`config.mk`:
```
export PLATFORM = sky130hd
export DESIGN_NAME = md5_stream_hasher
export DESIGN_NICKNAME = d
export VERILOG_FILES = /design/src/sv/md5_pkg.sv /design/src/sv/md5_fifo.sv /design/src/sv/md5_core.sv /design/src/sv/md5_stream_hasher.sv
export SDC_FILE = /design/constraint.sdc
export NUM_CORES = 2
export LEC_CHECK = 0
export BUFFER_PORTS_ARGS = -buffer_cell sky130_fd_sc_hd__buf_2
export CELL_PAD_IN_SITES_DETAIL_PLACEMENT = 0
export CELL_PAD_IN_SITES_GLOBAL_PLACEMENT = 1
export CORE_ASPECT_RATIO = 2
export CORE_MARGIN = 2
export CORE_UTILIZATION = 40
export DETAILED_ROUTE_END_ITERATION = 12
export PLACE_DENSITY_LB_ADDON = 0.12
export SETUP_SLACK_MARGIN = 0.15
export SLEW_MARGIN = 25
export SYNTH_ARGS = -nofsm -noshare
export SYNTH_HDL_FRONTEND = slang
export SYNTH_SLANG_ARGS = --single-unit
```
`constraint.sdc`:
```
create_clock -name clk_i -period 28.3 [get_ports clk_i]
set_input_delay 1.415 -clock clk_i [delete_from_list [all_inputs] [get_ports clk_i]]
set_output_delay 1.415 -clock clk_i [all_outputs]
set_load 0.1 [all_outputs]
```
`src/sv/md5_pkg.sv`:
```
// Shared types, constants and round tables for the MD5 stream hasher.
package md5_pkg;

  localparam int unsigned FifoDepth = 4;

  localparam logic [31:0] InitA = 32'h67452301;
  localparam logic [31:0] InitB = 32'hefcdab89;
  localparam logic [31:0] InitC = 32'h98badcfe;
  localparam logic [31:0] InitD = 32'h10325476;
  localparam logic [7:0]  PadByte = 8'h80;

  // Front-end item passed to the back end.
  typedef struct packed {
    logic [7:0] data;
    logic       has;
    logic       last;
  } md5_item_t;

  function automatic logic [31:0] round_k(input logic [5:0] r);
    logic [31:0] k;
    unique case (r)
      6'd0: k = 32'hd76aa478;  6'd1: k = 32'he8c7b756;  6'd2: k = 32'h242070db;
      6'd3: k = 32'hc1bdceee;  6'd4: k = 32'hf57c0faf;  6'd5: k = 32'h4787c62a;
      6'd6: k = 32'ha8304613;  6'd7: k = 32'hfd469501;  6'd8: k = 32'h698098d8;
      6'd9: k = 32'h8b44f7af;  6'd10: k = 32'hffff5bb1; 6'd11: k = 32'h895cd7be;
      6'd12: k = 32'h6b901122; 6'd13: k = 32'hfd987193; 6'd14: k = 32'ha679438e;
      6'd15: k = 32'h49b40821; 6'd16: k = 32'hf61e2562; 6'd17: k = 32'hc040b340;
      6'd18: k = 32'h265e5a51; 6'd19: k = 32'he9b6c7aa; 6'd20: k = 32'hd62f105d;
      6'd21: k = 32'h02441453; 6'd22: k = 32'hd8a1e681; 6'd23: k = 32'he7d3fbc8;
      6'd24: k = 32'h21e1cde6; 6'd25: k = 32'hc33707d6; 6'd26: k = 32'hf4d50d87;
      6'd27: k = 32'h455a14ed; 6'd28: k = 32'ha9e3e905; 6'd29: k = 32'hfcefa3f8;
      6'd30: k = 32'h676f02d9; 6'd31: k = 32'h8d2a4c8a; 6'd32: k = 32'hfffa3942;
      6'd33: k = 32'h8771f681; 6'd34: k = 32'h6d9d6122; 6'd35: k = 32'hfde5380c;
      6'd36: k = 32'ha4beea44; 6'd37: k = 32'h4bdecfa9; 6'd38: k = 32'hf6bb4b60;
      6'd39: k = 32'hbebfbc70; 6'd40: k = 32'h289b7ec6; 6'd41: k = 32'heaa127fa;
      6'd42: k = 32'hd4ef3085; 6'd43: k = 32'h04881d05; 6'd44: k = 32'hd9d4d039;
      6'd45: k = 32'he6db99e5; 6'd46: k = 32'h1fa27cf8; 6'd47: k = 32'hc4ac5665;
      6'd48: k = 32'hf4292244; 6'd49: k = 32'h432aff97; 6'd50: k = 32'hab9423a7;
      6'd51: k = 32'hfc93a039; 6'd52: k = 32'h655b59c3; 6'd53: k = 32'h8f0ccc92;
      6'd54: k = 32'hffeff47d; 6'd55: k = 32'h85845dd1; 6'd56: k = 32'h6fa87e4f;
      6'd57: k = 32'hfe2ce6e0; 6'd58: k = 32'ha3014314; 6'd59: k = 32'h4e0811a1;
      6'd60: k = 32'hf7537e82; 6'd61: k = 32'hbd3af235; 6'd62: k = 32'h2ad7d2bb;
      default: k = 32'heb86d391;
    endcase
    return k;
  endfunction

  function automatic logic [4:0] round_rot(input logic [5:0] r);
    logic [4:0] s;
    unique case ({r[5:4], r[1:0]})
      4'd0: s = 5'd7;   4'd1: s = 5'd12;  4'd2: s = 5'd17;  4'd3: s = 5'd22;
      4'd4: s = 5'd5;   4'd5: s = 5'd9;   4'd6: s = 5'd14;  4'd7: s = 5'd20;
      4'd8: s = 5'd4;   4'd9: s = 5'd11;  4'd10: s = 5'd16; 4'd11: s = 5'd23;
      4'd12: s = 5'd6;  4'd13: s = 5'd10; 4'd14: s = 5'd15; default: s = 5'd21;
    endcase
    return s;
  endfunction

  // Message word index used by round r.
  function automatic logic [3:0] round_g(input logic [5:0] r);
    logic [3:0] g;
    unique case (r[5:4])
      2'd0: g = r[3:0];
      2'd1: g = 4'(5 * r[3:0] + 1);
      2'd2: g = 4'(3 * r[3:0] + 5);
      default: g = 4'(7 * r[3:0]);
    endcase
    return g;
  endfunction

endpackage

```
`src/sv/md5_fifo.sv`:
```
// Short item queue between the input front end and the hashing back end.
module md5_fifo #(
  parameter int unsigned Depth = md5_pkg::FifoDepth
) (
  input  logic              clk_i,
  input  logic              rst_ni,
  input  logic              push_i,
  input  md5_pkg::md5_item_t push_data_i,
  output logic              full_o,
  input  logic              pop_i,
  output md5_pkg::md5_item_t pop_data_o,
  output logic              empty_o
);
  import md5_pkg::*;

  localparam int unsigned Aw = (Depth > 1) ? $clog2(Depth) : 1;

  md5_item_t        mem_q [Depth];
  logic [Aw-1:0]    wptr_q, rptr_q;
  logic [Aw:0]      cnt_q;

  assign full_o     = (cnt_q == (Aw+1)'(Depth));
  assign empty_o    = (cnt_q == '0);
  assign pop_data_o = mem_q[rptr_q];

  always_ff @(posedge clk_i) begin
    if (push_i && !full_o) mem_q[wptr_q] <= push_data_i;
  end

  always_ff @(posedge clk_i or negedge rst_ni) begin
    if (!rst_ni) begin
      wptr_q <= '0;
      rptr_q <= '0;
      cnt_q  <= '0;
    end else begin
      if (push_i && !full_o)
        wptr_q <= (wptr_q == Aw'(Depth - 1)) ? '0 : wptr_q + 1'b1;
      if (pop_i && !empty_o)
        rptr_q <= (rptr_q == Aw'(Depth - 1)) ? '0 : rptr_q + 1'b1;
      cnt_q <= cnt_q + (Aw+1)'(push_i && !full_o) - (Aw+1)'(pop_i && !empty_o);
    end
  end
endmodule

```
`src/sv/md5_core.sv`:
```
// Back end: block buffer, length count, padding and iterative 64-round compression.
module md5_core (
  input  logic               clk_i,
  input  logic               rst_ni,
  input  logic               item_valid_i,
  input  md5_pkg::md5_item_t item_i,
  output logic               item_pop_o,
  output logic               out_valid_o,
  input  logic               out_ready_i,
  output logic [31:0]        out_word_o,
  output logic [1:0]         out_index_o
);
  import md5_pkg::*;

  localparam logic [2:0] StIdle = 3'd0;
  localparam logic [2:0] StRun  = 3'd1;
  localparam logic [2:0] StPad  = 3'd2;
  localparam logic [2:0] StOut  = 3'd3;

  logic [2:0]  state_q, state_d;
  // block buffer split into four byte lanes of 16 bytes each
  logic [7:0]  blk0_q [16];
  logic [7:0]  blk1_q [16];
  logic [7:0]  blk2_q [16];
  logic [7:0]  blk3_q [16];
  logic [60:0] cnt_q;
  logic [31:0] h_q [4];
  logic [31:0] a_q, b_q, c_q, d_q;
  logic [5:0]  rnd_q;
  logic        fin_q;      // compression belongs to the final padding
  logic        more_q;     // a second padded block follows
  logic [5:0]  pad_q;      // pad sweep position
  logic [1:0]  oidx_q;

  logic [31:0] f, mg, sum, rot, nb;
  logic [3:0]  g;
  logic [4:0]  s;
  logic [63:0] bits;
  logic        blk_we;
  logic [5:0]  blk_wa;
  logic [7:0]  blk_wd;

  assign bits = {cnt_q, 3'b000};
  assign g    = round_g(rnd_q);
  assign s    = round_rot(rnd_q);
  assign mg   = {blk3_q[g], blk2_q[g], blk1_q[g], blk0_q[g]};

  always_comb begin
    unique case (rnd_q[5:4])
      2'd0: f = (b_q & c_q) | (~b_q & d_q);
      2'd1: f = (b_q & d_q) | (c_q & ~d_q);
      2'd2: f = b_q ^ c_q ^ d_q;
      default: f = c_q ^ (b_q | ~d_q);
    endcase
  end

  assign sum = a_q + f + round_k(rnd_q) + mg;
  assign rot = (sum << s) | (sum >> (6'd32 - {1'b0, s}));
  assign nb  = b_q + rot;

  assign item_pop_o  = (state_q == StIdle) && item_valid_i;
  assign out_valid_o = (state_q == StOut);
  assign out_word_o  = h_q[oidx_q];
  assign out_index_o = oidx_q;

  always_comb begin
    state_d = state_q;
    unique case (state_q)
      StIdle: if (item_valid_i) begin
        if (item_i.has && cnt_q[5:0] == 6'd63) state_d = StRun;
        else if (item_i.last) state_d = StPad;
      end
      StRun: if (rnd_q == 6'd63) begin
        if (fin_q) state_d = more_q ? StPad : StOut;
        else state_d = StIdle;
      end
      StPad: if (pad_q == 6'd63) state_d = StRun;
      StOut: if (out_ready_i && oidx_q == 2'd3) state_d = StIdle;
      default: state_d = StIdle;
    endcase
  end

  always_comb begin
    blk_we = 1'b0;
    blk_wa = pad_q;
    blk_wd = 8'h00;
    if (state_q == StIdle && item_valid_i && item_i.has) begin
      blk_we = 1'b1;
      blk_wa = cnt_q[5:0];
      blk_wd = item_i.data;
    end else if (state_q == StPad) begin
      // pad_q walks from its start (the first free byte, or byte zero on a second pass) to the end of the block
      blk_we = 1'b1;
      if (more_q) blk_wd = (pad_q == cnt_q[5:0]) ? PadByte : 8'h00;
      else if (pad_q >= 6'd56) blk_wd = bits[{pad_q[2:0], 3'b000} +: 8];
      else if (pad_q == cnt_q[5:0] && fin_q) blk_wd = PadByte;
      else blk_wd = 8'h00;
    end
  end

  always_ff @(posedge clk_i) begin
    if (blk_we) begin
      unique case (blk_wa[1:0])
        2'd0: blk0_q[blk_wa[5:2]] <= blk_wd;
        2'd1: blk1_q[blk_wa[5:2]] <= blk_wd;
        2'd2: blk2_q[blk_wa[5:2]] <= blk_wd;
        2'd3: blk3_q[blk_wa[5:2]] <= blk_wd;
      endcase
    end
  end

  always_ff @(posedge clk_i or negedge rst_ni) begin
    if (!rst_ni) begin
      state_q <= StIdle;
      cnt_q   <= '0;
      h_q[0]  <= InitA; h_q[1] <= InitB; h_q[2] <= InitC; h_q[3] <= InitD;
      a_q <= '0; b_q <= '0; c_q <= '0; d_q <= '0;
      rnd_q <= '0; fin_q <= 1'b0; more_q <= 1'b0; pad_q <= '0; oidx_q <= '0;
    end else begin
      state_q <= state_d;
      unique case (state_q)
        StIdle: if (item_valid_i) begin
          rnd_q <= '0;
          a_q <= h_q[0]; b_q <= h_q[1]; c_q <= h_q[2]; d_q <= h_q[3];
          if (item_i.has) cnt_q <= cnt_q + 61'd1;
          // fin_q: final pass pending; more_q: padding will need two blocks
          fin_q  <= item_i.last;
          more_q <= 1'b0;
          if (item_i.last) begin
            if (item_i.has && cnt_q[5:0] == 6'd63) begin
              // full block first, then a block of the 0x80 marker, zeros and length
              more_q <= 1'b1;
              pad_q  <= '0;
            end else begin
              pad_q  <= item_i.has ? cnt_q[5:0] + 6'd1 : cnt_q[5:0];
              more_q <= ((item_i.has ? cnt_q[5:0] + 6'd1 : cnt_q[5:0]) >= 6'd56);
            end
          end
        end
        StRun: begin
          a_q <= d_q; b_q <= nb; c_q <= b_q; d_q <= c_q;
          rnd_q <= rnd_q + 6'd1;
          if (rnd_q == 6'd63) begin
            h_q[0] <= h_q[0] + d_q; h_q[1] <= h_q[1] + nb;
            h_q[2] <= h_q[2] + b_q; h_q[3] <= h_q[3] + c_q;
            if (fin_q && more_q) begin
              more_q <= 1'b0;
              // second pass: 0x80 only if it was not already placed
              pad_q  <= '0;
              fin_q  <= (cnt_q[5:0] == 6'd0);
            end
            oidx_q <= '0;
          end
        end
        StPad: begin
          pad_q <= pad_q + 6'd1;
          if (pad_q == 6'd63) begin
            rnd_q <= '0;
            a_q <= h_q[0]; b_q <= h_q[1]; c_q <= h_q[2]; d_q <= h_q[3];
            if (more_q) fin_q <= 1'b1;
            else fin_q <= 1'b1;
            oidx_q <= '0;
          end
        end
        StOut: if (out_ready_i) begin
          oidx_q <= oidx_q + 2'd1;
          if (oidx_q == 2'd3) begin
            h_q[0] <= InitA; h_q[1] <= InitB; h_q[2] <= InitC; h_q[3] <= InitD;
            cnt_q  <= '0;
            fin_q  <= 1'b0;
          end
        end
        default: ;
      endcase
    end
  end
endmodule

```
`src/sv/md5_stream_hasher.sv`:
```
// MD5 stream hasher top level: input queue front end and compression back end.
// One byte per transfer enters a FifoDepth-entry queue (four by default). The back end
// takes one queued item per cycle while idle; a byte that fills a 64-byte block then
// holds it for the compression, one round per cycle. A last transfer starts a padding
// sweep from the first free byte to the end of the block (after any full-block
// compression), then 64 rounds; when the 0x80 marker and the length do not both fit,
// a second sweep of zeros and length and 64 more rounds follow. The four digest
// transfers then leave one per cycle while m_axis_tready is high. Bytes wait in the
// queue while the shared round unit compresses a block from the block buffer it reads,
// and during padding and digest output.
module md5_stream_hasher #(
  parameter int unsigned FifoDepth = md5_pkg::FifoDepth
) (
  input  logic        clk_i,
  input  logic        rst_ni,
  input  logic        s_axis_tvalid,
  output logic        s_axis_tready,
  input  logic [7:0]  s_axis_tdata,   // data_byte
  input  logic        s_axis_tuser,   // has_byte
  input  logic        s_axis_tlast,   // last_item
  output logic        m_axis_tvalid,
  input  logic        m_axis_tready,
  output logic [39:0] m_axis_tdata,   // digest_word[31:0], word_index[33:32], zeros
  output logic        m_axis_tlast    // last_word
);
  import md5_pkg::*;

  md5_item_t in_item, q_item;
  logic full, empty, pop;
  logic [31:0] word;
  logic [1:0]  idx;

  assign in_item = '{data: s_axis_tdata, has: s_axis_tuser, last: s_axis_tlast};
  assign s_axis_tready = !full;

  md5_fifo #(.Depth(FifoDepth)) u_fifo (
    .clk_i, .rst_ni,
    .push_i(s_axis_tvalid), .push_data_i(in_item), .full_o(full),
    .pop_i(pop), .pop_data_o(q_item), .empty_o(empty)
  );

  md5_core u_core (
    .clk_i, .rst_ni,
    .item_valid_i(!empty), .item_i(q_item), .item_pop_o(pop),
    .out_valid_o(m_axis_tvalid), .out_ready_i(m_axis_tready),
    .out_word_o(word), .out_index_o(idx)
  );

  assign m_axis_tdata = {6'd0, idx, word};
  assign m_axis_tlast = (idx == 2'd3);
endmodule

```
==> impl_metrics.json <==
{
  "netlist_area_sq_mm": 0.0568,
  "critPathTopFamily": "compound AO/OA/AOI/OAI gates",
  "path_depth": 54,
  "timing.rr.end": "u_core.h_q[94]",
  "num_rows": 195,
  "fin_nets": 5768,
  "yosys_register_bits": 894,
  "seq_area_frac_synth_pct": 44.4,
  "final_max_slew_viol_count": 0,
  "setup_viol": 0,
  "drive_gt1_share_pct": 11.2,
  "hold_buffers": 0,
  "cts_setup_buffers": 0,
  "layout.cells.non_filler": 7392,
  "rsz0062_at_grt": "no",
  "synth.avg_cell_area_sq_um": 10.3,
  "path_buf_inv": 7,
  "track_usage_pct": 29.0,
  "io_buffers": 50,
  "ios": 57,
  "min_path_type": "reg -> reg",
  "max_slew_margin_pct": 20.0,
  "max_stage_delay_ns": 0.77,
  "cts-root-buf": "clkbuf_16",
  "synth_edf_count": 552,
  "clockBufferDepth": 3,
  "grt_pass1_vias": 44700,
  "dr.pass1.iters": 6,
  "antenna_found_initial": 3,
  "wl_um": 212000,
  "clock.fmax_mhz": 62.7,
  "period_share_pct": 56.4,
  "clkSinkCount": 894,
  "synth_cell_types": 90,
  "fp.dieH_um": 537,
  "num_vias": 43600,
  "layout_min_cycle_time_ns": 15.95,
  "critPathSlowestCell": "o311ai_0",
  "cp_max_fo": 51,
  "cts_tree": "built",
  "regArea_sq_mm": 0.0252,
  "initial_utilization_pct": 40.3,
  "reg2reg_from": "u_core.rnd_q[1]",
  "clk_pin_slew_ns": 0.07,
  "grt_pass1_wl_um": 307000,
  "r2r_cells": 54,
  "vias_per_cell": 5.89,
  "postSynthCellCount": 5521,
  "ys.warnings.count": 0,
  "ys_async_sr_fraction_pct": 38.3,
  "critPathKind": "reg -> reg",
  "cts_buffers": 86,
  "fin_tns_setup_ns": 0,
  "synthFlopType": "edfxtp_1",
  "die-area_sq_mm": 0.145,
  "worstPathRequired_ns": 28.93,
  "r2r_setup_slack_ns": 12.35,
  "final-hold-violation-count": 0,
  "fp.dieW_um": 270,
  "first_iter_violations": 3084,
  "hold_end": "u_core.a_q[28]",
  "fin_skew_ns": 0.0309,
  "crit_path_start_kind": "flip-flop",
  "whs_path_depth": 2,
  "min_from": "u_core.a_q[28]",
  "tightest_slew_ns": 1.19,
  "overflow": 0,
  "cts.repair.resized": 0,
  "cp-end-kind": "flip-flop",
  "final_core_util_pct": 44.1,
  "htree_levels": 3,
  "clock_latency_ns": 0.71,
  "multi_input_area_sq_mm": 0.0297,
  "core-area_sq_mm": 0.141,
  "gp_congestion": 1.03,
  "dp_hpwl_um": 158000,
  "max-cap-violations": 0,
  "drc": 0,
  "status": "finished, final reports clean",
  "dp.cells": 7231,
  "syn_to_final_growth_pct": 9.47,
  "grt_max_degree": 99,
  "wl_per_cell_um": 28.6,
  "cp_data_arrival_time_ns": 16.59,
  "ant_nets": 0,
  "fillers": 13600
}
registers in the layout (all words and copies together) (netlist names), 3 cells and up:
signal,flops
u_core.a_q,32
u_fifo.mem_q,40
u_core.c_q,32
u_core.blk1_q,128
u_core.blk3_q,128
u_core.pad_q,6
u_core.d_q,32
u_core.h_q,128
u_fifo.cnt_q,3
u_core.b_q,32
u_core.cnt_q,61
u_core.rnd_q,6
u_core.blk0_q,128
u_core.blk2_q,128
worst max-delay path by stage:
stage | start | end
after global placement | u_core.rnd_q[1] | u_core.h_q[95]
after global routing | u_core.rnd_q[1] | u_core.h_q[95]
after CTS | u_core.rnd_q[1] | u_core.h_q[95]
after detailed placement | u_core.rnd_q[1] | u_core.h_q[95]
final | u_core.rnd_q[1] | u_core.h_q[94]
after floorplan | u_core.rnd_q[2] | u_core.h_q[94]
Yosys cell counts, types with 16 or more instances:
cell / n / area share (%)
a211oi_1: 78 / 1.0
a21o_1: 83 / 1.1
a21oi_1: 418 / 3.7
a31oi_1: 59 / 0.65
and2_1: 25 / 0.28
and3_1: 37 / 0.41
buf_1: 56 / 0.37
buf_2: 18 / 0.16
clkbuf_1: 229 / 1.5
dfrtp_1: 278 / 12
dfstp_2: 64 / 3.0
edfxtp_1: 552 / 29
fa_1: 73 / 2.6
ha_1: 232 / 5.1
inv_1: 245 / 1.6
mux2i_1: 229 / 4.0
mux4_2: 183 / 7.3
nand2_1: 618 / 4.1
nand2b_1: 59 / 0.65
nand3_1: 100 / 0.88
nor2_1: 484 / 3.2
nor2b_1: 69 / 0.76
nor3_1: 80 / 0.71
o211ai_1: 51 / 0.67
o21a_1: 31 / 0.41
o21ai_0: 474 / 4.2
o21bai_1: 28 / 0.37
o22ai_1: 35 / 0.39
o31a_1: 16 / 0.25
o31ai_1: 21 / 0.28
or2_2: 30 / 0.33
or3_1: 36 / 0.40
xnor2_1: 138 / 2.1
xor2_1: 107 / 1.7
area by class of cell:
type	instances	share of cell area, %
diodes	1	0.00403
inverters	250	1.51
clock buffers	107	3.67
well taps	1871	3.77
repair buffers	145	1.62
clock inverters	52	1.00
flip-flops and latches	894	40.6
multi-input cells	4072	47.8
metrics by stage:
| step | hold slack, ns | setup slack, ns | area, sq um |
|---|---|---|---|
| 2_1_floorplan | 0.450 | 14.50 | 56800 |
| 3_3_place_gp | 0.467 | 12.46 | 59200 |
| 3_5_place_dp | 0.470 | 12.31 | 59200 |
| 4_1_cts | 0.485 | 12.27 | 62100 |
| 5_1_grt | 0.501 | 11.26 | 62200 |
| 6_report | 0.483 | 12.35 | 62200 |
worst min-delay path, cell delays in order (launching register included):
cell	delay (ns)
dfrtp_1	0.34
nand2_1	0.05
o21ai_0	0.06
routing by layer:
metal	routed length [um]	vias to the layer above	track usage (%)
met5	0	-	0
met1	68500	21800	27.4
met2	116000	1148	56.2
met4	18700	0	21.7
li1	-	20100	-
met3	7900	548	3.75
layout by cell type, fill, tap and decap left out, drive strengths merged, types with 16 or more instances in the layout:
cell type	n
nand2	618
edfxtp	552
nor2	485
o21ai	476
a21oi	418
dfrtp	278
inv	257
ha	232
mux2i	229
mux4	183
buf	145
xnor2	138
xor2	107
clkbuf	107
nand3	100
a21o	83
nor3	80
a211oi	78
fa	73
nor2b	69
dfstp	64
nand2b	59
a31oi	59
o211ai	51
and3	37
or3	36
o22ai	35
o21a	31
clkinv	31
or2	30
o21bai	28
and2	27
o31ai	21
o311ai	17
o31a	16
kinds of logic (layout without fill, tap and decap cells):
| logic type | Yosys count | count (layout) | synth area share (%) |
|---|---|---|---|
| DFF | 894 | 894 | 44.4 |
| buffers and inverters | 560 | 554 | 3.79 |
| AOI/OAI and AO/OA | 1496 | 1496 | 16.3 |
| and+or+nand+nor | 1594 | 1594 | 12.4 |
| adders and majority gates | 305 | 305 | 7.69 |
| muxes | 423 | 423 | 11.5 |
| xor gates and xnor gates | 248 | 248 | 3.90 |
| other | 1 | 7 | 0.00660 |
Power is not shown: default switching activity piles up to over one toggle a cycle in this logic, so the estimate is an artifact.
